File: src/design/cihm_ram.sv
// Generic single-port synchronous RAM with a registered read.
module cihm_ram #(
    parameter int WIDTH = 8,
    parameter int DEPTH = 16
) (
    input  logic                     clk,
    input  logic                     we,
    input  logic [$clog2(DEPTH)-1:0] addr,
    input  logic [WIDTH-1:0]         wdata,
    output logic [WIDTH-1:0]         rdata
);

    logic [WIDTH-1:0] mem [DEPTH];

    always_ff @(posedge clk)
    begin
        if (we)
        begin
            mem[addr] <= wdata;
        end
        rdata <= mem[addr];
    end

endmodule

File: config.mk
export PLATFORM = sky130hd
export DESIGN_NAME = cihm_ram
export DESIGN_NICKNAME = d
export VERILOG_FILES = /design/src/design/cihm_ram.sv
export SDC_FILE = /design/constraint.sdc
export NUM_CORES = 1
export LEC_CHECK = 0
export BUFFER_PORTS_ARGS = -buffer_cell sky130_fd_sc_hd__buf_2
export CAP_MARGIN = 20
export CORE_MARGIN = 5
export CORE_UTILIZATION = 51
export DETAILED_ROUTE_END_ITERATION = 10
export GPL_ROUTABILITY_DRIVEN = 0
export PLACE_DENSITY = 0.71
export SETUP_SLACK_MARGIN = 0.15
export SKIP_LAST_GASP = 1
export SYNTH_ARGS = -nofsm -noshare
export SYNTH_HDL_FRONTEND = slang
export SYNTH_SLANG_ARGS = --single-unit
File: constraint.sdc
create_clock -name clk -period 1.4 [get_ports clk]
set_input_delay 0.07 -clock clk [delete_from_list [all_inputs] [get_ports clk]]
set_output_delay 0.07 -clock clk [all_outputs]
set_load 0.005 [all_outputs]
==> impl_metrics.ini <==
[run_status]
outcome = completed

[placed_design]
placed_wire_length_estimate_mm = 6.448
portBuffers = 21
placed_cells_incl_taps = 403

[logic_synthesis]
ys_types = 18
synth.yosys.seq_area_share_pct = 79.01
yosys_register_bits = 136
post_synth_instance_area_um2 = 5067
postSynthNetCount = 244
syn-instance-count = 230
avgSynthCellArea_um2 = 22.03
synth_warn = 0

[global_route]
via_count_of_the_first_global_routing_pass = 2684
overflow = 0
aggregate_global_route_resource_usage_pct = 18.93
antenna_violations_before_repair = 0
grt_max_degree = 26
global_route_wire_length_before_repair_mm = 15.61

[finish]
layout.cells.most_common = sky130_fd_sc_hd__edfxtp_1
n_fill_cell = 654
finalNetCount = 311
final_cell_mix = sky130_fd_sc_hd__edfxtp_1 (128), sky130_fd_sc_hd__mux4_2 (32), sky130_fd_sc_hd__buf_2 (21)
area.growth.synth_to_final_pct = 26.79
fin_cells = 443
antenna-diode-count = 0
layout_cells_sized_above_1_pct = 43.55

[sta]
timing.final.hold_violations = 0
period_share_pct = 93.85
timing.clock.skew_ns = 0.005750
final.min_clock_period_ns = 1.314
maxSlewHeadroom_pct = 45.76
fmax_ghz = 0.7611
grt_setup_unrepaired = yes
final-setup-viol-count = 0
setup-tns-final_ns = 0
worst_slew_pin_slew_ns = 0.8120
slew_viol_final = 0

[clocking]
cts.reportedPaths.clkPinSlew_ns = 0.06
numCtsBuffers = 17
clkLatencyLatePin_ns = 0.50
cts_num_sinks = 136
clock-root-buffer = sky130_fd_sc_hd__clkbuf_8
cts.htree.levels = 4
tritoncts_clock_tree = built
max-clock-path-buffers = 2

[worst_setup_path]
critical_path_peak_fanout = 1
path_class = register to register
crit_required_ns = 1.78
cp.arrival_ns = 1.70
crit_path_end_kind = register
slowest_stage = sky130_fd_sc_hd__mux4_2
path_cells = mux4_2 > a22oi_1 > nand2_1
cp-start-kind = register
max_stage_delay_ns = 0.47

[power_and_ir_drop]
power_mw = 9.593
power-per-cell-area_nw_per_um2 = 1493
p_leak_nw = 2.135
ir_drop_mv = 0.7453

[detailed_routing]
post_drt_wl_per_cell_um = 23.04
route.antenna.remaining_nets = 0
detail_route.first_pass.iterations = 4
drc_errors = 0
via_per_inst = 5.567
detailroute.via_count = 2466
drt-initial-drc-count = 172
route.final.wire_length_mm = 10.21

[floorplanning]
die_area_um2 = 12030
fp.dieW_um = 109.7
vertical_die_dimension_um = 109.7
placementRows = 36
core_area_um2 = 9729
top_level_ports = 22
start_util_pct = 52.08

[worst_hold_path]
hold_class = input port to register

[flow_run]
maxCapViolCount = 0
## routing by layer
| layer | routed length [um] | track usage [%] | share of wire, % | vias up |
|---|---|---|---|---|
| li1 | - | - | - | 1095 |
| met1 | 4323 | 24.94 | 42 | 1281 |
| met2 | 5243 | 30.60 | 51 | 79 |
| met3 | 495 | 5.285 | 4.9 | 11 |
| met4 | 144 | 6.589 | 1.4 | 0 |
| met5 | 0 | 0 | 0 | - |
## kinds of logic (layout without fill, tap and decap cells)
| kind of cell | Yosys count | count (layout) | synth area share, % |
|---|---|---|---|
| flops | 136 | 136 | 79.01 |
| simple gates | 35 | 35 | 3.210 |
| mux | 32 | 32 | 14.22 |
| compound gates | 16 | 16 | 2.370 |
| buf+inv | 11 | 91 | 1.185 |
## synthesized netlist by cell type
library cell                 n  share of area [%]
sky130_fd_sc_hd__clkbuf_2    1              0.099
sky130_fd_sc_hd__nand2b_1    2               0.25
sky130_fd_sc_hd__and2_1      1               0.12
sky130_fd_sc_hd__edfxtp_1  128                 76
sky130_fd_sc_hd__dfxtp_1     8                3.2
sky130_fd_sc_hd__nand2_1     9               0.67
sky130_fd_sc_hd__a22oi_1    16                2.4
sky130_fd_sc_hd__buf_6       2               0.44
sky130_fd_sc_hd__nor3_1      4               0.40
sky130_fd_sc_hd__nand3b_1    2               0.30
sky130_fd_sc_hd__nor2_1     13               0.96
sky130_fd_sc_hd__nand3_1     1              0.099
sky130_fd_sc_hd__or3b_2      1               0.17
sky130_fd_sc_hd__nor2b_1     2               0.25
sky130_fd_sc_hd__buf_2       2               0.20
sky130_fd_sc_hd__buf_1       4               0.30
sky130_fd_sc_hd__mux4_2     32                 14
sky130_fd_sc_hd__clkbuf_1    2               0.15
## state kept, by name (all words and copies together) (netlist names)
signal and flops:
mem 128, rdata 8
## metrics by stage
stage | utilization [%] | hold slack, ns | worst slack, ns | cell area, um^2
finish | 66.04 | 0.1941 | 0.08605 | 6425
detailed placement | 58.65 | 0.4598 | -0.06983 | 5707
global placement | 58.65 | 0.4596 | -0.03272 | 5707
floorplan | - | 0.1689 | 0.05183 | 5135
CTS | 65.93 | 0.1676 | 0.08980 | 6415
global route | 66.04 | 0.2027 | 0.07283 | 6425
## power by group
group	switching [mW]	leakage [nW]	internal, mW	total [mW]
Clock	1.58	0.285	2.92	4.50
Sequential	0.0318	1.22	4.55	4.59
Combinational	0.268	0.626	0.238	0.506
## cell type report
| class | count | area (um^2) | area share [%] |
|---|---|---|---|
| repair buffers | 59 | 548.0 | 8.530 |
| flip-flops and latches | 136 | 4004 | 62.32 |
| multi-input cells | 83 | 1099 | 17.10 |
| clock inverters | 13 | 176.4 | 2.746 |
| well taps | 133 | 166.4 | 2.590 |
| clock buffers | 19 | 431.7 | 6.719 |
## worst max-delay path: cells and delay by family, from the launching register on
family	cells	cell delay (ns)
flops	1	0.37
simple gates	1	0.09
mux	1	0.47
compound gates	1	0.28
## path summary, 6_finish.rpt
check                        from               end  slack, ns  cells after the start
min reg2reg  mem[14][7]$_DFFE_PP_  rdata[7]$_DFF_P_       0.68                      3
min                       addr[1]  rdata[7]$_DFF_P_       0.19                      5
max reg2reg   mem[3][7]$_DFFE_PP_  rdata[7]$_DFF_P_       0.09                      3
max           mem[3][7]$_DFFE_PP_  rdata[7]$_DFF_P_       0.09                      3
## repair_timing
item,4_1_cts,5_1_grt
endpoints found under the setup margin,8,8
hold endpoints to repair,128,0
hold buffers,8,0
buffers inserted,0,0
resized for setup,4,2
pin swaps,3,2
(Power assumes the default switching activity.)
